File: src/design/polar_goal_pose_controller_macros.svh
// Assertion macros for the polar goal pose controller.
`ifndef POLAR_GOAL_POSE_CONTROLLER_MACROS_SVH
`define POLAR_GOAL_POSE_CONTROLLER_MACROS_SVH
`ifndef SYNTHESIS
// Checked while out of reset.
`define PGPC_ASSERT(lbl, clk_s, rstn_s, prop) \
  lbl: assert property (@(posedge clk_s) disable iff (!rstn_s) prop) \
    else $error("pgpc: assertion failed");
// Checked on every edge, reset included.
`define PGPC_ASSERT_RST(lbl, clk_s, prop) \
  lbl: assert property (@(posedge clk_s) prop) \
    else $error("pgpc: reset check failed");
`else
`define PGPC_ASSERT(lbl, clk_s, rstn_s, prop)
`define PGPC_ASSERT_RST(lbl, clk_s, prop)
`endif
`endif

File: src/design/pgpc_pkg.sv
`default_nettype none
package pgpc_pkg;

  // CORDIC x/y datapath width: |ex|,|ey| < 2^16, scaled by 256, gain 1.65
  localparam int CW        = 28;
  localparam int ATAN_LEN  = 24;
  // one square root digit per cell: 17 result bits
  localparam int SQ_DIGITS = 17;

  // pi in Q2.29
  localparam logic signed [31:0] PI_Q29 = 32'sd1686629713;

  // register indexes
  localparam logic [2:0] REG_GOAL_X       = 3'd0;
  localparam logic [2:0] REG_GOAL_Y       = 3'd1;
  localparam logic [2:0] REG_GOAL_HEADING = 3'd2;
  localparam logic [2:0] REG_GAIN_RHO     = 3'd3;
  localparam logic [2:0] REG_GAIN_ALPHA   = 3'd4;
  localparam logic [2:0] REG_GAIN_BETA    = 3'd5;
  localparam logic [2:0] REG_POS_TOL      = 3'd6;
  localparam logic [2:0] REG_ANG_TOL      = 3'd7;

  // reset values
  localparam logic signed [15:0] RST_GAIN_RHO   = 16'sd614;
  localparam logic signed [15:0] RST_GAIN_ALPHA = 16'sd1638;
  localparam logic signed [15:0] RST_GAIN_BETA  = -16'sd614;
  localparam logic [14:0]        RST_POS_TOL    = 15'd102;
  localparam logic [14:0]        RST_ANG_TOL    = 15'd10430;

  typedef struct packed {
    logic signed [15:0] pose_x;
    logic signed [15:0] pose_y;
    logic signed [15:0] pose_heading;
  } in_t;

  typedef struct packed {
    logic [16:0]        linear_speed;
    logic signed [15:0] angular_speed;
    logic [16:0]        distance;
    logic signed [15:0] bearing_error;
    logic signed [15:0] heading_error;
    logic               at_goal;
  } out_t;

  typedef struct packed {
    logic signed [15:0] goal_x;
    logic signed [15:0] goal_y;
    logic signed [15:0] goal_heading;
    logic signed [15:0] gain_rho;
    logic signed [15:0] gain_alpha;
    logic signed [15:0] gain_beta;
    logic [14:0]        position_tolerance;
    logic [14:0]        angle_tolerance;
  } cfg_t;

  // one beat moving down the cell row
  typedef struct packed {
    logic                 vld;
    logic signed [CW-1:0] x;
    logic signed [CW-1:0] y;
    logic [31:0]          z;
    logic [33:0]          sq_n;
    logic [33:0]          sq_res;
    logic signed [15:0]   heading;
    logic signed [15:0]   beta;
    logic                 arrived;
    logic                 zero;
  } cell_t;

  // atan(2^-i), 2^32 = 2*pi, rounded to nearest
  function automatic logic [31:0] atan_entry(input int unsigned idx);
    logic [31:0] v;
    case (idx)
      0:       v = 32'h20000000;
      1:       v = 32'h12E4051E;
      2:       v = 32'h09FB385B;
      3:       v = 32'h051111D4;
      4:       v = 32'h028B0D43;
      5:       v = 32'h0145D7E1;
      6:       v = 32'h00A2F61E;
      7:       v = 32'h00517C55;
      8:       v = 32'h0028BE53;
      9:       v = 32'h00145F2F;
      10:      v = 32'h000A2F98;
      11:      v = 32'h000517CC;
      12:      v = 32'h00028BE6;
      13:      v = 32'h000145F3;
      14:      v = 32'h0000A2FA;
      15:      v = 32'h0000517D;
      16:      v = 32'h000028BE;
      17:      v = 32'h0000145F;
      18:      v = 32'h00000A30;
      19:      v = 32'h00000518;
      20:      v = 32'h0000028C;
      21:      v = 32'h00000146;
      22:      v = 32'h000000A3;
      23:      v = 32'h00000051;
      default: v = 32'h00000000;
    endcase
    return v;
  endfunction

  // square root trial bit for a cell: 4^(SQ_DIGITS-1-idx)
  function automatic logic [33:0] sq_bit(input int unsigned idx);
    logic [33:0] v;
    v = '0;
    if (idx < SQ_DIGITS) begin
      v[2*(SQ_DIGITS-1-idx)] = 1'b1;
    end
    return v;
  endfunction

endpackage
`default_nettype wire

File: src/design/pgpc_cell.sv
`default_nettype none
// One CORDIC vectoring micro-rotation (when ROT_EN) plus one square root digit (when IDX is below SQ_DIGITS).
module pgpc_cell #(
  parameter int IDX    = 0,
  parameter bit ROT_EN = 1'b1
) (
  input  wire logic           clk,
  input  wire logic           rst_n,
  input  wire logic           en,
  input  wire pgpc_pkg::cell_t cell_in,
  output pgpc_pkg::cell_t      cell_out
);

  localparam bit          SQ_EN  = (IDX < pgpc_pkg::SQ_DIGITS);
  localparam logic [33:0] SQ_BIT = pgpc_pkg::sq_bit(IDX);
  localparam logic [31:0] ATAN   = pgpc_pkg::atan_entry(IDX);

  pgpc_pkg::cell_t cell_r;
  pgpc_pkg::cell_t cell_nxt;

  always_comb begin
    logic signed [pgpc_pkg::CW-1:0] xs;
    logic signed [pgpc_pkg::CW-1:0] ys;
    logic [33:0]                    trial;
    cell_nxt = cell_in;
    xs       = cell_in.x >>> IDX;
    ys       = cell_in.y >>> IDX;
    trial    = cell_in.sq_res + SQ_BIT;
    if (ROT_EN) begin
      if (!cell_in.y[pgpc_pkg::CW-1]) begin
        cell_nxt.x = cell_in.x + ys;
        cell_nxt.y = cell_in.y - xs;
        cell_nxt.z = cell_in.z + ATAN;
      end else begin
        cell_nxt.x = cell_in.x - ys;
        cell_nxt.y = cell_in.y + xs;
        cell_nxt.z = cell_in.z - ATAN;
      end
    end
    if (SQ_EN) begin
      if (cell_in.sq_n >= trial) begin
        cell_nxt.sq_n   = cell_in.sq_n - trial;
        cell_nxt.sq_res = (cell_in.sq_res >> 1) + SQ_BIT;
      end else begin
        cell_nxt.sq_res = cell_in.sq_res >> 1;
      end
    end
  end

  always_ff @(posedge clk) begin
    if (!rst_n) begin
      cell_r.vld <= 1'b0;
    end else if (en) begin
      cell_r <= cell_nxt;
    end
  end

  assign cell_out = cell_r;

endmodule
`default_nettype wire

File: config.mk
export PLATFORM = sky130hd
export DESIGN_NAME = pgpc_cell
export DESIGN_NICKNAME = d
export VERILOG_FILES = /design/src/design/polar_goal_pose_controller_macros.svh /design/src/design/pgpc_pkg.sv /design/src/design/pgpc_cell.sv
export SDC_FILE = /design/constraint.sdc
export NUM_CORES = 1
export LEC_CHECK = 0
export ABC_AREA = 0
export BUFFER_PORTS_ARGS = -buffer_cell sky130_fd_sc_hd__buf_2
export CORE_ASPECT_RATIO = 0.75
export CORE_MARGIN = 1
export CORE_UTILIZATION = 50
export DETAILED_ROUTE_END_ITERATION = 7
export HOLD_SLACK_MARGIN = 0.12
export PLACE_DENSITY = 0.78
export SLEW_MARGIN = 20
export SYNTH_ARGS = -nofsm -noshare
export SYNTH_HDL_FRONTEND = slang
export SYNTH_SLANG_ARGS = --single-unit
File: constraint.sdc
create_clock -name clk -period 6.96 [get_ports clk]
set_clock_uncertainty 0.1 [all_clocks]
set_input_delay 1.044 -clock clk [delete_from_list [all_inputs] [get_ports clk]]
set_output_delay 1.044 -clock clk [all_outputs]
set_load 0.05 [all_outputs]
==> reports/results.txt <==
Reg-to-Reg End: cell_out[190]$_SDFFE_PN0P_
Initial Utilization: 51.5%
Top Metal Used: met5
Sink Count: 190
CP Depth: 14
area leader, netlist: edfxtp_1
DR iter-0 viols: 1116
min-delay worst type: register to register
Sw Ratio: 37.6%
post-CTS setup buffers: 0
Fill cells: 2134
FMAX: 227 MHz
clock buffer depth: 2
sequential share of the synthesized area: 43.9%
max-cap viol count: 0
Slew Viols, Final: 0
total global routing overflow: 0
Synth Area in XOR/XNOR: 5.74%
Int Power: 2370 uW
Final ANT Viol Nets: 0
post-synthesis simple-gate area fraction: 10.9%
routed via count: 11400
Leakage: 0.00694 uW
RSZ-0062 raised after global routing: no
routability congestion estimate: 0.969
initial antenna violation count: 6
fin util: 62.5%
Post-Synthesis Mean Instance Area: 10.1 um2
Clock power frac: 28.9%
WP data required: 7.03 ns
vias in the first global route: 10600
Crit path largest cell delay: 0.78 ns
global-route wire length before repair: 59100 um
placed cells: 1953
post-synth cell types: 87
part of the power in registers: 37.6%
final hold vios: 0
layout cells sized above 1: 27.7%
H-Tree Level Count: 4
worst reg-to-reg setup slack: 6.26 ns
top cells by area, synth: edfxtp_1 44%, ha_1 11%, xnor2_1 4.5%
Synth Instances: 1285
Pre-antenna DRT Iters: 6
Synth top area share: 43.8%
synthesis-to-finish area growth: 21.4%
Die H: 141 um
cells on worst reg2reg path: 2
WL met3: 2860 um
Die Wd: 188 um
CP delay by family, top: compound AO/OA/AOI/OAI gates
Routed WL: 38900 um
GRT Total Usage: 28.6%
port buffer count: 384
largest net degree at the start of global routing: 113
CP max-delay cell: a21oi_4
clk slew on worst S/H paths: 0.08 ns
design area: 15800 um2
Vias/cell: 5.72
HP Start: cell_out[190]$_SDFFE_PN0P_
post-layout minimum cycle time: 4.40 ns
Cell Rows: 50
DR WL/cell: 19.5 um
Skew-Pair Late Insertion Delay: 0.43 ns
Worst VDD drop: 0.161 mV
dominant synthesized flop cell: edfxtp_1
Power Density: 241 nW/um2
Power, Total: 3790 uW
setup violators final: 0
HPWL after detailed placement: 30400 um
period utilization: 63.2%
Gate power share: 33.5%
crit path capture type: register
mux cell area share after synthesis: 1.40%
Crit path arrival time: 4.47 ns
worst path bufs/invs: 4
CTS tree: built
Worst setup SP type: input port
FF/Latch Area: 5700 um2
largest family of logic cells by synthesized area: compound AO/OA/AOI/OAI gates
CTS root buf: clkbuf_16
worst setup path end: cell_out[91]$_DFFE_PP_
crit path max fanout: 39
worst slew pin tran: 1.10 ns
Yosys reg bits: 190
Worst slew margin: 26.9%
Post-DP Area: 15100 um2
post_cts resized: 0
cell area after synthesis: 13000 um2
DRC: 0
fraction of the mapped netlist area in compound gates: 20.2%
synthesized-area fraction occupied by adder cells: 11.9%
cts hold-fix bufs: 0
die area: 26600 um2
status: complete, no violations
Nets: 1948
CTS buffer count: 17
fin cells: 1991
worst setup path startpoint: cell_in[68]
area of the multi-input gates: 6510 um2
IO Pins: 385
Yosys warning total: 0
core area: 25200 um2
Net Switching: 1420 uW
critical path class: input port to register
max reg flops: 190
Metal-1 WL: 16400 um
CP Cell Sequence: buf_2 -> inv_1 -> ha_1 -> inv_1 -> fa_1 -> a211oi_1 -> o21ai_1 -> nand3b_1 -> a32oi_1 -> a21oi_2 -> o22ai_2 -> a21oi_4 -> buf_4 -> o21ai_1
reg2reg start: cell_out[190]$_SDFFE_PN0P_
Post-synth ARST share: 0%
Syn Nets: 1599
met2 WL: 18600 um
Setup TNS: 0 ns
Post-synth EDFFs: 189
[worst reg2reg max path: stages, from the launching register on]
cell,delay [ns]
dfxtp_1,0.32
mux2i_1,0.12
nor2b_1,0.06
[layout make-up]
type | count | area share (%)
multi-input cells | 903 | 41.3
flip-flops and latches | 190 | 36.2
diodes | 6 | 0.0953
clock inverters | 15 | 1.38
clock buffers | 17 | 2.70
inverters | 135 | 3.22
well taps | 338 | 2.69
repair buffers | 387 | 12.4
[metal layers]
metal	track usage, %	vias up
met3	5.22	65
met4	9.37	2
li1	-	5340
met1	38.3	5435
met2	47.1	540
met5	0	-
[worst min path at each step]
stage                            endpoint  cells past startpoint  slack (ns)
3_3_place_gp   cell_out[190]$_SDFFE_PN0P_                      2        0.40
6_report       cell_out[190]$_SDFFE_PN0P_                      2        0.44
4_1_cts        cell_out[190]$_SDFFE_PN0P_                      2        0.45
3_5_place_dp   cell_out[190]$_SDFFE_PN0P_                      2        0.43
5_1_grt        cell_out[190]$_SDFFE_PN0P_                      2        0.48
2_1_floorplan  cell_out[190]$_SDFFE_PN0P_                      2        0.64
[synthesized netlist by cell type (all sizes together), types with 14 or more instances]
cell    number
nand4       14
edfxtp     189
o21a        17
clkbuf      30
mux2i       14
o21ai       86
a21oi      120
nand2       90
a211oi      15
ha         115
xor2        18
nor2        87
nand3       21
nor2b       15
nor3        15
o21bai      27
xnor2       67
a21o        26
inv        130
buf         27
[power groups by stage]
stage	Combinational [uW]	Clock [uW]	Sequential [uW]
after CTS	1260	1110	1430
after detailed placement	1250	0	1450
after global routing	1350	1140	1430
after global placement	1230	0	1450
final	1270	1100	1430
after floorplan	580	0	1810
[metrics by stage]
stage	worst slack (ns)	hold slack, ns
global route	2.27	0.484
finish	2.56	0.442
global placement	2.38	0.398
detailed placement	2.15	0.434
floorplan	0.952	0.643
CTS	2.62	0.453
[kinds of logic (layout without fill, tap and decap cells)]
group | Yosys count | in the layout
compound gates | 384 | 384
other cells | 0 | 6
mux | 17 | 17
simple gates | 297 | 297
xor+xnor | 85 | 85
flops | 190 | 190
buf+inv | 192 | 554
fa+ha+maj | 120 | 120
[cell usage in the layout (no fill, tap or decap), drive strengths merged, types with 8 or more instances in the layout]
cell    instances
a21oi         120
a21o           26
ha            115
nand4          14
nor2           87
and3            8
a211oi         15
o31ai          12
xnor2          67
o211ai         11
o21ai          86
clkbuf         17
nor3           15
inv           138
nor2b          15
edfxtp        189
nand2          90
a31oi          11
nand2b         11
buf           387
o21bai         27
mux2i          14
clkinv          9
o221ai          9
o21a           17
nor4            8
nand3          21
xor2           18
Note: power is estimated with default switching activity, not from simulation.
