$ cat src/design/polar_goal_pose_controller_macros.svh
// Assertion macros for the polar goal pose controller.
`ifndef POLAR_GOAL_POSE_CONTROLLER_MACROS_SVH
`define POLAR_GOAL_POSE_CONTROLLER_MACROS_SVH
`ifndef SYNTHESIS
// Checked while out of reset.
`define PGPC_ASSERT(lbl, clk_s, rstn_s, prop) \
  lbl: assert property (@(posedge clk_s) disable iff (!rstn_s) prop) \
    else $error("pgpc: assertion failed");
// Checked on every edge, reset included.
`define PGPC_ASSERT_RST(lbl, clk_s, prop) \
  lbl: assert property (@(posedge clk_s) prop) \
    else $error("pgpc: reset check failed");
`else
`define PGPC_ASSERT(lbl, clk_s, rstn_s, prop)
`define PGPC_ASSERT_RST(lbl, clk_s, prop)
`endif
`endif

$ cat src/design/pgpc_pkg.sv
`default_nettype none
package pgpc_pkg;

  // CORDIC x/y datapath width: |ex|,|ey| < 2^16, scaled by 256, gain 1.65
  localparam int CW        = 28;
  localparam int ATAN_LEN  = 24;
  // one square root digit per cell: 17 result bits
  localparam int SQ_DIGITS = 17;

  // pi in Q2.29
  localparam logic signed [31:0] PI_Q29 = 32'sd1686629713;

  // register indexes
  localparam logic [2:0] REG_GOAL_X       = 3'd0;
  localparam logic [2:0] REG_GOAL_Y       = 3'd1;
  localparam logic [2:0] REG_GOAL_HEADING = 3'd2;
  localparam logic [2:0] REG_GAIN_RHO     = 3'd3;
  localparam logic [2:0] REG_GAIN_ALPHA   = 3'd4;
  localparam logic [2:0] REG_GAIN_BETA    = 3'd5;
  localparam logic [2:0] REG_POS_TOL      = 3'd6;
  localparam logic [2:0] REG_ANG_TOL      = 3'd7;

  // reset values
  localparam logic signed [15:0] RST_GAIN_RHO   = 16'sd614;
  localparam logic signed [15:0] RST_GAIN_ALPHA = 16'sd1638;
  localparam logic signed [15:0] RST_GAIN_BETA  = -16'sd614;
  localparam logic [14:0]        RST_POS_TOL    = 15'd102;
  localparam logic [14:0]        RST_ANG_TOL    = 15'd10430;

  typedef struct packed {
    logic signed [15:0] pose_x;
    logic signed [15:0] pose_y;
    logic signed [15:0] pose_heading;
  } in_t;

  typedef struct packed {
    logic [16:0]        linear_speed;
    logic signed [15:0] angular_speed;
    logic [16:0]        distance;
    logic signed [15:0] bearing_error;
    logic signed [15:0] heading_error;
    logic               at_goal;
  } out_t;

  typedef struct packed {
    logic signed [15:0] goal_x;
    logic signed [15:0] goal_y;
    logic signed [15:0] goal_heading;
    logic signed [15:0] gain_rho;
    logic signed [15:0] gain_alpha;
    logic signed [15:0] gain_beta;
    logic [14:0]        position_tolerance;
    logic [14:0]        angle_tolerance;
  } cfg_t;

  // one beat moving down the cell row
  typedef struct packed {
    logic                 vld;
    logic signed [CW-1:0] x;
    logic signed [CW-1:0] y;
    logic [31:0]          z;
    logic [33:0]          sq_n;
    logic [33:0]          sq_res;
    logic signed [15:0]   heading;
    logic signed [15:0]   beta;
    logic                 arrived;
    logic                 zero;
  } cell_t;

  // atan(2^-i), 2^32 = 2*pi, rounded to nearest
  function automatic logic [31:0] atan_entry(input int unsigned idx);
    logic [31:0] v;
    case (idx)
      0:       v = 32'h20000000;
      1:       v = 32'h12E4051E;
      2:       v = 32'h09FB385B;
      3:       v = 32'h051111D4;
      4:       v = 32'h028B0D43;
      5:       v = 32'h0145D7E1;
      6:       v = 32'h00A2F61E;
      7:       v = 32'h00517C55;
      8:       v = 32'h0028BE53;
      9:       v = 32'h00145F2F;
      10:      v = 32'h000A2F98;
      11:      v = 32'h000517CC;
      12:      v = 32'h00028BE6;
      13:      v = 32'h000145F3;
      14:      v = 32'h0000A2FA;
      15:      v = 32'h0000517D;
      16:      v = 32'h000028BE;
      17:      v = 32'h0000145F;
      18:      v = 32'h00000A30;
      19:      v = 32'h00000518;
      20:      v = 32'h0000028C;
      21:      v = 32'h00000146;
      22:      v = 32'h000000A3;
      23:      v = 32'h00000051;
      default: v = 32'h00000000;
    endcase
    return v;
  endfunction

  // square root trial bit for a cell: 4^(SQ_DIGITS-1-idx)
  function automatic logic [33:0] sq_bit(input int unsigned idx);
    logic [33:0] v;
    v = '0;
    if (idx < SQ_DIGITS) begin
      v[2*(SQ_DIGITS-1-idx)] = 1'b1;
    end
    return v;
  endfunction

endpackage
`default_nettype wire

$ cat src/design/pgpc_front.sv
`default_nettype none
// Position/heading error, squares, arrival check, CORDIC seed.
module pgpc_front (
  input  wire logic            clk,
  input  wire logic            rst_n,
  input  wire logic            en,
  input  wire logic            in_valid,
  input  wire pgpc_pkg::in_t   in_data,
  input  wire pgpc_pkg::cfg_t  cfg,
  output pgpc_pkg::cell_t      seed
);

  // stage A: errors
  logic               a_vld_r;
  logic signed [16:0] ex_r, ex_nxt;
  logic signed [16:0] ey_r, ey_nxt;
  logic signed [15:0] a_hd_r;
  logic signed [15:0] a_beta_r, a_beta_nxt;

  assign ex_nxt     = {cfg.goal_x[15], cfg.goal_x} - {in_data.pose_x[15], in_data.pose_x};
  assign ey_nxt     = {cfg.goal_y[15], cfg.goal_y} - {in_data.pose_y[15], in_data.pose_y};
  assign a_beta_nxt = cfg.goal_heading - in_data.pose_heading;

  always_ff @(posedge clk) begin
    if (!rst_n) begin
      a_vld_r <= 1'b0;
    end else if (en) begin
      a_vld_r <= in_valid;
    end
  end

  always_ff @(posedge clk) begin
    if (en) begin
      ex_r     <= ex_nxt;
      ey_r     <= ey_nxt;
      a_hd_r   <= in_data.pose_heading;
      a_beta_r <= a_beta_nxt;
    end
  end

  // stage B: squares, tolerance check, CORDIC start point
  logic                           b_vld_r;
  logic [31:0]                    sqx_r, sqx_nxt;
  logic [31:0]                    sqy_r, sqy_nxt;
  logic signed [33:0]             sqx_full, sqy_full;
  logic signed [pgpc_pkg::CW-1:0] x0_r, x0_nxt;
  logic signed [pgpc_pkg::CW-1:0] y0_r, y0_nxt;
  logic [31:0]                    z0_r, z0_nxt;
  logic                           zero_r, zero_nxt;
  logic                           arr_r, arr_nxt;
  logic signed [15:0]             b_hd_r;
  logic signed [15:0]             b_beta_r;
  logic [16:0]                    aex, aey, abeta;
  logic signed [pgpc_pkg::CW-1:0] exs, eys;

  assign sqx_full = ex_r * ex_r;
  assign sqy_full = ey_r * ey_r;
  assign sqx_nxt  = sqx_full[31:0];
  assign sqy_nxt  = sqy_full[31:0];

  assign aex   = ex_r[16] ? 17'(-ex_r) : 17'(ex_r);
  assign aey   = ey_r[16] ? 17'(-ey_r) : 17'(ey_r);
  assign abeta = a_beta_r[15] ? (17'd0 - {a_beta_r[15], a_beta_r})
                              : {1'b0, a_beta_r};
  assign arr_nxt = (aex < {2'b00, cfg.position_tolerance}) &&
                   (aey < {2'b00, cfg.position_tolerance}) &&
                   (abeta < {2'b00, cfg.angle_tolerance});

  assign exs = {{(pgpc_pkg::CW-25){ex_r[16]}}, ex_r, 8'h00};
  assign eys = {{(pgpc_pkg::CW-25){ey_r[16]}}, ey_r, 8'h00};

  // left half plane: rotate by pi first
  always_comb begin
    if (ex_r[16]) begin
      x0_nxt = -exs;
      y0_nxt = -eys;
      z0_nxt = 32'h80000000;
    end else begin
      x0_nxt = exs;
      y0_nxt = eys;
      z0_nxt = 32'h00000000;
    end
  end

  assign zero_nxt = (ex_r == 17'sd0) && (ey_r == 17'sd0);

  always_ff @(posedge clk) begin
    if (!rst_n) begin
      b_vld_r <= 1'b0;
    end else if (en) begin
      b_vld_r <= a_vld_r;
    end
  end

  always_ff @(posedge clk) begin
    if (en) begin
      sqx_r    <= sqx_nxt;
      sqy_r    <= sqy_nxt;
      x0_r     <= x0_nxt;
      y0_r     <= y0_nxt;
      z0_r     <= z0_nxt;
      zero_r   <= zero_nxt;
      arr_r    <= arr_nxt;
      b_hd_r   <= a_hd_r;
      b_beta_r <= a_beta_r;
    end
  end

  always_comb begin
    seed.vld     = b_vld_r;
    seed.x       = x0_r;
    seed.y       = y0_r;
    seed.z       = z0_r;
    seed.sq_n    = {2'b00, sqx_r} + {2'b00, sqy_r};
    seed.sq_res  = '0;
    seed.heading = b_hd_r;
    seed.beta    = b_beta_r;
    seed.arrived = arr_r;
    seed.zero    = zero_r;
  end

endmodule
`default_nettype wire

$ cat config.mk
export PLATFORM = sky130hd
export DESIGN_NAME = pgpc_front
export DESIGN_NICKNAME = d
export VERILOG_FILES = /design/src/design/polar_goal_pose_controller_macros.svh /design/src/design/pgpc_pkg.sv /design/src/design/pgpc_front.sv
export SDC_FILE = /design/constraint.sdc
export NUM_CORES = 2
export LEC_CHECK = 0
export BUFFER_PORTS_ARGS = -buffer_cell sky130_fd_sc_hd__buf_2
export CAP_MARGIN = 20
export CORE_UTILIZATION = 60
export DETAILED_ROUTE_END_ITERATION = 7
export PLACE_DENSITY = 0.93
export SLEW_MARGIN = 20
export SYNTH_ARGS = -nofsm -noshare
export SYNTH_HDL_FRONTEND = slang
export SYNTH_SLANG_ARGS = --single-unit
$ cat constraint.sdc
create_clock -name clk -period 12 [get_ports clk]
set_input_delay 1.2 -clock clk [delete_from_list [all_inputs] [get_ports clk]]
set_output_delay 1.2 -clock clk [all_outputs]
set_load 0.05 [all_outputs]
==> qor.txt <==
worst-case clock buffer depth - 3
CTS Sinks - 203
Post-DRT Antenna Nets - 0
r2r endpoint - sqx_r[31]$_DFFE_PP_
worst slack, placed - 4.59 ns
Core Region - 0.0515 sq mm
#FFs+latches synth - 203
Crit-path slowest cell - fa_1
post-CTS setup buffer count - 0
Final Net Count - 4389
first-pass GRT wire length - 126000 um
cts hold-fix bufs - 0
Final Slew Violations - 0
gpl congestion - 0.921
CP arrival - 7.92 ns
RSZ-0062 raised after global routing - no
kind of cell adding the most delay to the critical path - adder cells
worst r2r src - ex_r[16]$_DFFE_PP_
FP Rows - 83
share of the synthesized area in the top cell type - 32.9%
end of the critical path - sqx_r[31]$_DFFE_PP_
largest net degree at the start of global routing - 73
final WL - 78400 um
CP Launch Point - ex_r[16]$_DFFE_PP_
Reg2Reg Setup Slack - 4.38 ns
setup TNS - 0 ns
Post-synth top cells - 779 x inv_1, 516 x fa_1, 299 x ha_1
part of the cycle the worst path needs - 63.5%
crit-path max FO - 24
vias in the first global route - 25299
Slew headroom - 29.9%
Async S/R FF share, synth - 0%
wire length per cell - 19.1 um
Final Setup Violations - 0
final worst setup slack - 4.38 ns
post-synthesis sequential area ratio - 19.4%
GRT Residual Overflow - 0
Cell Area, Placed - 0.0329 sq mm
Crit. path cell count - 23
chip width - 231 um
slowest stage delay, CP - 0.65 ns
# IOs - 369
initial antenna violation count - 7
syn_area_per_cell - 9.83 sq um
number of warnings issued by yosys - 0
cts bufs inserted - 25
crit path kind - reg -> reg
max-cap violation count - 0
Fin Clk Skew - 0.0180 ns
Syn-to-layout area delta - 7.80%
top cells by area, synth - fa_1 33%, edfxtp_1 19%, ha_1 12%
Reg clk slew, reported paths - 0.06 ns
cells after synthesis - 3189
clock latency at the later pin of the worst-skew pair - 0.57 ns
highest clock rate - 131 MHz
Root Driver - clkbuf_16
DR vias - 23124
status - finished, final reports clean
post-DR vias/cell - 5.64
CP endpoint kind - register
worst slew pin tran - 1.05 ns
GR Util All Layers - 30.4%
Req. time, crit path - 12.31 ns
min Tclk post-route - 7.62 ns
startpoint types - register
Remaining DRCs - 0
IO Port Bufs - 238
Yosys top cell by area - fa_1
Resized cells post-CTS - 0
Die H - 231 um
hold crit path type - reg -> reg
fillers - 3642
final hold vios - 0
most common cell in the netlist - inv_1
ratio of cells with drive above 1 in the final layout - 9.52%
Fin Hold WS - 0.421 ns
CTS tree - built
Post-synth EDFFs - 201
final instance area - 0.0338 sq mm
Primary FF master, synth - edfxtp_1
critical path cell sequence - buf_4 -> clkinv_1 -> nor2_1 -> fa_1 -> fa_1 -> inv_1 -> fa_1 -> fa_1 -> inv_1 -> fa_1 -> inv_1 -> fa_1 -> inv_1 -> ha_1 -> nand3_1 -> nor3_1 -> nand2_1 -> a21boi_0 -> a41o_1 -> nor3_1 -> o21bai_1 -> a21oi_1 -> xnor2_1
1st-pass router iterations - 5
# H-tree levels - 1
die area - 0.0532 sq mm
Reg2Reg Depth - 23
synth unique cells - 74
crit-path most repeated cell - fa_1
post-DP HPWL - 63000 um
WP buf/inv - 6
Syn Std Cell Area - 0.0314 sq mm
Initial Util - 60.9%
Detailed Route Iter0 Violations - 1612
how the worst min path moves through the flow:
stage / start / endpoint / slack (ns) / depth (start not counted)
global placement: a_hd_r[3]$_DFFE_PP_ / b_hd_r[3]$_DFFE_PP_ / 0.40 / 0
global route: a_hd_r[2]$_DFFE_PP_ / b_hd_r[2]$_DFFE_PP_ / 0.44 / 0
finish: a_hd_r[9]$_DFFE_PP_ / b_hd_r[9]$_DFFE_PP_ / 0.42 / 0
CTS: a_hd_r[10]$_DFFE_PP_ / b_hd_r[10]$_DFFE_PP_ / 0.42 / 0
detailed placement: a_hd_r[10]$_DFFE_PP_ / b_hd_r[10]$_DFFE_PP_ / 0.41 / 0
floorplan: a_hd_r[0]$_DFFE_PP_ / b_hd_r[0]$_DFFE_PP_ / 0.40 / 0
cells in the final DEF (no fill, tap or decap), types with 80 or more instances in the layout:
| cell type | n |
|---|---|
| nand2_1 | 237 |
| nor2_1 | 158 |
| inv_1 | 779 |
| ha_1 | 299 |
| fa_1 | 516 |
| conb_1 | 85 |
| buf_2 | 237 |
| edfxtp_1 | 201 |
| xnor2_1 | 163 |
| and2_1 | 106 |
| a21oi_1 | 80 |
metal layers:
layer  wire length, um  GRT usage [%]
met1             26700           34.8
met5                67              0
met4              4920           16.7
met3              7280           6.11
met2             39400           53.2
area by class of cell:
cell class / instances / area (sq um) / area share (%)
Antenna cell: 3 / 7.51 / 0.0222
Clock buffer: 27 / 643 / 1.90
Clock inverter: 19 / 259 / 0.766
Inverter: 786 / 2950 / 8.73
Multi-Input combinational cell: 2129 / 21700 / 64.3
Sequential cell: 203 / 6080 / 18.0
Tap cell: 680 / 851 / 2.52
Timing Repair Buffer: 251 / 1300 / 3.84
sequential cells by signal, indices dropped and copies added, names as in the netlist, 17 cells and up:
signal / count
ex_r: 17
sqy_r: 31
x0_r: 19
ey_r: 17
sqx_r: 31
y0_r: 19
kinds of logic after synthesis:
group	after synthesis	synth area share, %
xor gates and xnor gates	200	5.59
buffers and inverters	941	12.4
AOI/OAI and AO/OA	356	7.37
other	1	0.0120
muxes	5	0.172
adders and majority gates	815	44.9
and+or+nand+nor	668	10.2
DFF	203	19.4
through the flow:
stage	utilization [%]	cells
CTS	65.6	4095
global route	65.6	4097
global placement	63.9	4049
detailed placement	63.9	4049
finish	65.6	4098
floorplan	-	3273
Power is left out: the tool's default activity adds up to more than one toggle a clock period on the data nets, which glitch-free logic cannot reach.
