$ cat src/design/polar_goal_pose_controller_macros.svh
// Assertion macros for the polar goal pose controller.
`ifndef POLAR_GOAL_POSE_CONTROLLER_MACROS_SVH
`define POLAR_GOAL_POSE_CONTROLLER_MACROS_SVH
`ifndef SYNTHESIS
// Checked while out of reset.
`define PGPC_ASSERT(lbl, clk_s, rstn_s, prop) \
  lbl: assert property (@(posedge clk_s) disable iff (!rstn_s) prop) \
    else $error("pgpc: assertion failed");
// Checked on every edge, reset included.
`define PGPC_ASSERT_RST(lbl, clk_s, prop) \
  lbl: assert property (@(posedge clk_s) prop) \
    else $error("pgpc: reset check failed");
`else
`define PGPC_ASSERT(lbl, clk_s, rstn_s, prop)
`define PGPC_ASSERT_RST(lbl, clk_s, prop)
`endif
`endif

$ cat src/design/pgpc_pkg.sv
`default_nettype none
package pgpc_pkg;

  // CORDIC x/y datapath width: |ex|,|ey| < 2^16, scaled by 256, gain 1.65
  localparam int CW        = 28;
  localparam int ATAN_LEN  = 24;
  // one square root digit per cell: 17 result bits
  localparam int SQ_DIGITS = 17;

  // pi in Q2.29
  localparam logic signed [31:0] PI_Q29 = 32'sd1686629713;

  // register indexes
  localparam logic [2:0] REG_GOAL_X       = 3'd0;
  localparam logic [2:0] REG_GOAL_Y       = 3'd1;
  localparam logic [2:0] REG_GOAL_HEADING = 3'd2;
  localparam logic [2:0] REG_GAIN_RHO     = 3'd3;
  localparam logic [2:0] REG_GAIN_ALPHA   = 3'd4;
  localparam logic [2:0] REG_GAIN_BETA    = 3'd5;
  localparam logic [2:0] REG_POS_TOL      = 3'd6;
  localparam logic [2:0] REG_ANG_TOL      = 3'd7;

  // reset values
  localparam logic signed [15:0] RST_GAIN_RHO   = 16'sd614;
  localparam logic signed [15:0] RST_GAIN_ALPHA = 16'sd1638;
  localparam logic signed [15:0] RST_GAIN_BETA  = -16'sd614;
  localparam logic [14:0]        RST_POS_TOL    = 15'd102;
  localparam logic [14:0]        RST_ANG_TOL    = 15'd10430;

  typedef struct packed {
    logic signed [15:0] pose_x;
    logic signed [15:0] pose_y;
    logic signed [15:0] pose_heading;
  } in_t;

  typedef struct packed {
    logic [16:0]        linear_speed;
    logic signed [15:0] angular_speed;
    logic [16:0]        distance;
    logic signed [15:0] bearing_error;
    logic signed [15:0] heading_error;
    logic               at_goal;
  } out_t;

  typedef struct packed {
    logic signed [15:0] goal_x;
    logic signed [15:0] goal_y;
    logic signed [15:0] goal_heading;
    logic signed [15:0] gain_rho;
    logic signed [15:0] gain_alpha;
    logic signed [15:0] gain_beta;
    logic [14:0]        position_tolerance;
    logic [14:0]        angle_tolerance;
  } cfg_t;

  // one beat moving down the cell row
  typedef struct packed {
    logic                 vld;
    logic signed [CW-1:0] x;
    logic signed [CW-1:0] y;
    logic [31:0]          z;
    logic [33:0]          sq_n;
    logic [33:0]          sq_res;
    logic signed [15:0]   heading;
    logic signed [15:0]   beta;
    logic                 arrived;
    logic                 zero;
  } cell_t;

  // atan(2^-i), 2^32 = 2*pi, rounded to nearest
  function automatic logic [31:0] atan_entry(input int unsigned idx);
    logic [31:0] v;
    case (idx)
      0:       v = 32'h20000000;
      1:       v = 32'h12E4051E;
      2:       v = 32'h09FB385B;
      3:       v = 32'h051111D4;
      4:       v = 32'h028B0D43;
      5:       v = 32'h0145D7E1;
      6:       v = 32'h00A2F61E;
      7:       v = 32'h00517C55;
      8:       v = 32'h0028BE53;
      9:       v = 32'h00145F2F;
      10:      v = 32'h000A2F98;
      11:      v = 32'h000517CC;
      12:      v = 32'h00028BE6;
      13:      v = 32'h000145F3;
      14:      v = 32'h0000A2FA;
      15:      v = 32'h0000517D;
      16:      v = 32'h000028BE;
      17:      v = 32'h0000145F;
      18:      v = 32'h00000A30;
      19:      v = 32'h00000518;
      20:      v = 32'h0000028C;
      21:      v = 32'h00000146;
      22:      v = 32'h000000A3;
      23:      v = 32'h00000051;
      default: v = 32'h00000000;
    endcase
    return v;
  endfunction

  // square root trial bit for a cell: 4^(SQ_DIGITS-1-idx)
  function automatic logic [33:0] sq_bit(input int unsigned idx);
    logic [33:0] v;
    v = '0;
    if (idx < SQ_DIGITS) begin
      v[2*(SQ_DIGITS-1-idx)] = 1'b1;
    end
    return v;
  endfunction

endpackage
`default_nettype wire

$ cat src/design/pgpc_back.sv
`default_nettype none
// Bearing rounding, gain products and saturation.
module pgpc_back (
  input  wire logic            clk,
  input  wire logic            rst_n,
  input  wire logic            en,
  input  wire pgpc_pkg::cell_t cell_in,
  input  wire pgpc_pkg::cfg_t  cfg,
  output logic                 res_vld,
  output pgpc_pkg::out_t       res_data
);

  localparam logic signed [33:0] LIN_RND = 34'sd2048;
  localparam logic signed [33:0] LIN_MAX = 34'sd131071;
  localparam logic signed [65:0] ANG_RND = 66'sd8796093022208;
  localparam logic signed [65:0] ANG_MAX = 66'sd32767;
  localparam logic signed [65:0] ANG_MIN = -66'sd32768;

  // P1: bearing, alpha, distance product
  logic               p1_vld_r;
  logic [31:0]        z_adj, z_rnd;
  logic signed [15:0] alpha_nxt;
  logic signed [17:0] dist_s;
  logic signed [33:0] lin_prod_nxt;
  logic signed [15:0] p1_alpha_r, p1_beta_r;
  logic [16:0]        p1_dist_r;
  logic signed [33:0] p1_lin_prod_r;
  logic               p1_arr_r;

  assign z_adj        = cell_in.zero ? 32'h0 : cell_in.z;
  assign z_rnd        = z_adj + 32'h00008000;
  assign alpha_nxt    = $signed(z_rnd[31:16]) - cell_in.heading;
  assign dist_s       = {1'b0, cell_in.sq_res[16:0]};
  assign lin_prod_nxt = cfg.gain_rho * dist_s;

  always_ff @(posedge clk) begin
    if (!rst_n) begin
      p1_vld_r <= 1'b0;
    end else if (en) begin
      p1_vld_r <= cell_in.vld;
    end
  end

  always_ff @(posedge clk) begin
    if (en) begin
      p1_alpha_r    <= alpha_nxt;
      p1_beta_r     <= cell_in.beta;
      p1_dist_r     <= cell_in.sq_res[16:0];
      p1_lin_prod_r <= lin_prod_nxt;
      p1_arr_r      <= cell_in.arrived;
    end
  end

  // P2: angle products, linear saturation
  logic               p2_vld_r;
  logic signed [31:0] pa_nxt, pb_nxt, p2_pa_r, p2_pb_r;
  logic signed [33:0] lin_sh;
  logic [16:0]        lin_nxt, p2_lin_r;
  logic signed [15:0] p2_alpha_r, p2_beta_r;
  logic [16:0]        p2_dist_r;
  logic               p2_arr_r;

  assign pa_nxt = cfg.gain_alpha * p1_alpha_r;
  assign pb_nxt = cfg.gain_beta * p1_beta_r;
  assign lin_sh = (p1_lin_prod_r + LIN_RND) >>> 12;

  always_comb begin
    if (lin_sh[33]) begin
      lin_nxt = '0;
    end else if (lin_sh > LIN_MAX) begin
      lin_nxt = '1;
    end else begin
      lin_nxt = lin_sh[16:0];
    end
  end

  always_ff @(posedge clk) begin
    if (!rst_n) begin
      p2_vld_r <= 1'b0;
    end else if (en) begin
      p2_vld_r <= p1_vld_r;
    end
  end

  always_ff @(posedge clk) begin
    if (en) begin
      p2_pa_r    <= pa_nxt;
      p2_pb_r    <= pb_nxt;
      p2_lin_r   <= lin_nxt;
      p2_alpha_r <= p1_alpha_r;
      p2_beta_r  <= p1_beta_r;
      p2_dist_r  <= p1_dist_r;
      p2_arr_r   <= p1_arr_r;
    end
  end

  // P3: angular sum
  logic               p3_vld_r;
  logic signed [32:0] s_nxt, p3_s_r;
  logic [16:0]        p3_lin_r;
  logic signed [15:0] p3_alpha_r, p3_beta_r;
  logic [16:0]        p3_dist_r;
  logic               p3_arr_r;

  assign s_nxt = {p2_pa_r[31], p2_pa_r} + {p2_pb_r[31], p2_pb_r};

  always_ff @(posedge clk) begin
    if (!rst_n) begin
      p3_vld_r <= 1'b0;
    end else if (en) begin
      p3_vld_r <= p2_vld_r;
    end
  end

  always_ff @(posedge clk) begin
    if (en) begin
      p3_s_r     <= s_nxt;
      p3_lin_r   <= p2_lin_r;
      p3_alpha_r <= p2_alpha_r;
      p3_beta_r  <= p2_beta_r;
      p3_dist_r  <= p2_dist_r;
      p3_arr_r   <= p2_arr_r;
    end
  end

  // P4: sum times pi, split in two partial products
  logic               p4_vld_r;
  logic signed [16:0] s_hi, s_lo;
  logic signed [48:0] hi_p_nxt, lo_p_nxt, p4_hi_p_r, p4_lo_p_r;
  logic [16:0]        p4_lin_r;
  logic signed [15:0] p4_alpha_r, p4_beta_r;
  logic [16:0]        p4_dist_r;
  logic               p4_arr_r;

  assign s_hi     = p3_s_r[32:16];
  assign s_lo     = {1'b0, p3_s_r[15:0]};
  assign hi_p_nxt = s_hi * pgpc_pkg::PI_Q29;
  assign lo_p_nxt = s_lo * pgpc_pkg::PI_Q29;

  always_ff @(posedge clk) begin
    if (!rst_n) begin
      p4_vld_r <= 1'b0;
    end else if (en) begin
      p4_vld_r <= p3_vld_r;
    end
  end

  always_ff @(posedge clk) begin
    if (en) begin
      p4_hi_p_r  <= hi_p_nxt;
      p4_lo_p_r  <= lo_p_nxt;
      p4_lin_r   <= p3_lin_r;
      p4_alpha_r <= p3_alpha_r;
      p4_beta_r  <= p3_beta_r;
      p4_dist_r  <= p3_dist_r;
      p4_arr_r   <= p3_arr_r;
    end
  end

  // P5: recombine, round, saturate, arrival override
  logic signed [65:0] full, ang_sh;
  logic signed [15:0] ang;

  assign full   = ({{17{p4_hi_p_r[48]}}, p4_hi_p_r} << 16) +
                  {{17{p4_lo_p_r[48]}}, p4_lo_p_r} + ANG_RND;
  assign ang_sh = full >>> 44;

  always_comb begin
    if (ang_sh > ANG_MAX) begin
      ang = 16'sh7FFF;
    end else if (ang_sh < ANG_MIN) begin
      ang = -16'sh8000;
    end else begin
      ang = ang_sh[15:0];
    end
  end

  assign res_vld = p4_vld_r;

  always_comb begin
    res_data.linear_speed  = p4_arr_r ? 17'd0 : p4_lin_r;
    res_data.angular_speed = p4_arr_r ? 16'sd0 : ang;
    res_data.distance      = p4_dist_r;
    res_data.bearing_error = p4_alpha_r;
    res_data.heading_error = p4_beta_r;
    res_data.at_goal       = p4_arr_r;
  end

endmodule
`default_nettype wire

$ cat config.mk
export PLATFORM = sky130hd
export DESIGN_NAME = pgpc_back
export DESIGN_NICKNAME = d
export VERILOG_FILES = /design/src/design/polar_goal_pose_controller_macros.svh /design/src/design/pgpc_pkg.sv /design/src/design/pgpc_back.sv
export SDC_FILE = /design/constraint.sdc
export NUM_CORES = 2
export LEC_CHECK = 0
export BUFFER_PORTS_ARGS = -buffer_cell sky130_fd_sc_hd__buf_4
export CELL_PAD_IN_SITES_DETAIL_PLACEMENT = 1
export CELL_PAD_IN_SITES_GLOBAL_PLACEMENT = 1
export CORE_UTILIZATION = 46
export DETAILED_ROUTE_END_ITERATION = 16
export PLACE_DENSITY = 0.78
export SLEW_MARGIN = 20
export SYNTH_ARGS = -nofsm -noshare
export SYNTH_HDL_FRONTEND = slang
export SYNTH_SLANG_ARGS = --single-unit
$ cat constraint.sdc
create_clock -name clk -period 7.29 [get_ports clk]
set_input_delay 1.0935 -clock clk [delete_from_list [all_inputs] [get_ports clk]]
set_output_delay 1.0935 -clock clk [all_outputs]
set_load 0.02 [all_outputs]
==> summary.txt <==
Yosys top cell area share: 0.338
Root Driver: clkbuf_16
Reg2Reg Depth: 23
Chip Height: 370 um
Rel. slew slack: 0.354
Row cnt: 134
1st-pass router iterations: 13
Tcrit/Tclk final: 0.966
Hold Path Class: reg2reg
Critical Path RT: 7.76 ns
Reg2Reg Capture Point: p4_lo_p_r[46]
Avg WL per Cell: 19.6 um
Clk_lat worst skew: 0.69 ns
Number of distinct library cells after synthesis: 71
Synthesized area: 62200 sq um
DRT iter0 DRCs: 1770
Worst hold start: p2_dist_r[2]
Status: finished with violations
Critical Path Sink Type: flop
Setup violations, final: 0
DRC viols: 12
Commonest non-fill, non-tap cell in the layout: inv_1
CP arrival: 7.51 ns
Pin count of the biggest net entering global routing: 166
Synth Instances: 5908
Via/cell ratio: 5.19
Worst Clk Skew: 0.0270 ns
Share of cells above drive strength 1: 0.0815
Worst hold endpoint: p3_dist_r[2]
Post-Synthesis Net Count: 8048
CP Launch Type: flop
Reg area: 13600 sq um
Async S/R FF share, synth: 0
Die ar.: 137000 sq um
F_max: 142 MHz
Number of global-route vias before repair: 48900
Core Region: 134000 sq um
Detailed-route via count: 41800
Max Root-Sink Buffers: 3
Worst setup path category: reg2reg
First-pass GRT wire length: 258000 um
CTS tree: yes
Area growth syn-to-layout: 10.6%
Drt total wl: 158000 um
Fin cells: 8059
TritonCTS Buffers: 55
Worst slew pin tran: 0.968 ns
Hold_buf cts: 0
Most used DFF post-synth: edfxtp_1
Total global-route track usage: 0.240
Fin. max-slew vios: 0
Fin nets: 8380
Worst Path Max Fanout: 4
Max H-tree Level: 2
Multi-input logic area: 42700 sq um
Number of enable flip-flop cells after synthesis: 451
Total grt overflow: 0
Num ports: 404
Initial Util: 0.465
RR Startpoint: p3_s_r[1]
Fillcell total: 14800
Most frequent cells in the layout: inv_1, fa_1, ha_1
Seq/Total Area, Yosys: 0.219
Fin crit period: 7.04 ns
Worst reg2reg setup slack: 0.25 ns
Port-buffer cells: 203
Die X-Extent: 370 um
Hold path cells: 0
Yosys warnings: 0
Post-DRT Antenna Nets: 0
Clock transition at path regs: 0.07 ns
Dominant cell type by area after synthesis: fa_1
Syn_area_per_cell: 10.5 sq um
Initial antenna violation count: 3
Detail Placement HPWL: 133000 um
Placed cell count: 7947
Number of synthesized register bits: 455
Maxcap violations: 0
Final hold vios: 0
Failing checks: DRC
Hold slack final: 0.406 ns
Routability cong.: 0.896
Sink Count: 455
Synth top area cells: fa_1, edfxtp_1, ha_1
==> registers in the layout, summed over array words and instances, names as in the netlist, 16 cells and up <==
signal / cells
p1_lin_prod_r: 23
p2_pa_r: 32
p1_dist_r: 17
p3_beta_r: 16
p3_lin_r: 17
p2_dist_r: 17
p4_hi_p_r: 49
p4_beta_r: 16
p1_alpha_r: 16
p3_dist_r: 17
p3_s_r: 33
p2_alpha_r: 16
p2_pb_r: 32
p4_alpha_r: 16
p2_lin_r: 17
p4_dist_r: 17
p4_lin_r: 17
p1_beta_r: 16
p2_beta_r: 16
p3_alpha_r: 16
p4_lo_p_r: 31
==> logic make-up after synthesis <==
family | synth area share
flip-flops | 0.219
XOR/XNOR | 0.0342
buffers and inverters | 0.0953
multiplexers | 0.00131
adder cells (fa/ha/maj) | 0.493
AO/OA/AOI/OAI | 0.0565
AND/OR/NAND/NOR | 0.101
==> cells in the mapped netlist, types with 54 or more instances <==
master    count
clkbuf_1    114
xnor2_1     160
nor2b_1      54
ha_1        769
nand3_1      58
edfxtp_1    451
fa_1       1051
nand2_1     493
o21ai_0      74
and2_1      339
inv_1      1458
xor2_1       83
a21oi_1     173
nor2_1      159
a21o_1       81
==> worst max-delay path, cell delays in order (launching register included) <==
cell,delay [ns]
edfxtp_1,0.50
ha_1,0.39
inv_1,0.08
fa_1,0.52
fa_1,0.52
inv_1,0.07
fa_1,0.53
inv_1,0.05
fa_1,0.45
fa_1,0.52
inv_1,0.05
ha_1,0.28
nand2_1,0.10
nor2_1,0.16
a31oi_1,0.22
nor3_2,0.32
o2111ai_2,0.30
a2111oi_4,0.41
buf_4,0.20
o2111ai_1,0.21
o211a_1,0.32
o31ai_2,0.27
a21oi_1,0.12
xnor2_1,0.27
==> cell type report <==
cell class | count | share of cell area
well taps | 1768 | 0.0321
clock inverters | 39 | 0.00586
repair buffers | 393 | 0.0434
multi-input cells | 3876 | 0.620
flip-flops and latches | 455 | 0.198
inverters | 1459 | 0.0796
diodes | 7 | 0.000255
clock buffers | 62 | 0.0204
==> per-layer routing <==
| layer | wire (um) | GRT usage |
|---|---|---|
| met5 | 13 | 0 |
| met4 | 4090 | 0.0659 |
| met2 | 84700 | 0.451 |
| met1 | 64200 | 0.288 |
| met3 | 5040 | 0.0240 |
==> worst max-delay path by stage <==
| stage | from | endpoint | slack, ns | depth (start not counted) |
|---|---|---|---|---|
| after floorplan | cfg[69] | p1_lin_prod_r[33] | 0.04 | 25 |
| after detailed placement | p3_s_r[4] | p4_lo_p_r[46] | -0.26 | 23 |
| after global routing | p3_s_r[6] | p4_lo_p_r[46] | -0.08 | 23 |
| after CTS | p3_s_r[1] | p4_lo_p_r[46] | 0.04 | 23 |
| after global placement | p3_s_r[4] | p4_lo_p_r[46] | -0.08 | 23 |
| final | p3_s_r[1] | p4_lo_p_r[46] | 0.25 | 23 |
==> timing repair <==
item                                    in CTS  in global routing
gates resized for setup                      2                  8
buffers inserted                             2                  2
endpoints found under the setup margin       5                 14
pin swaps                                    0                  0
==> metrics by stage <==
stage | setup WS, ns | area (sq um) | setup TNS, ns | utilization
2_1_floorplan | 0.0405 | 62200 | 0 | -
3_3_place_gp | -0.0772 | 66900 | -0.0861 | 0.500
3_5_place_dp | -0.260 | 66900 | -1.13 | 0.500
4_1_cts | 0.0408 | 68700 | 0 | 0.514
5_1_grt | -0.0837 | 68800 | -0.129 | 0.514
6_report | 0.248 | 68800 | 0 | 0.514
Power is not shown: default switching activity piles up to over one toggle a cycle in this logic, so the estimate is an artifact.
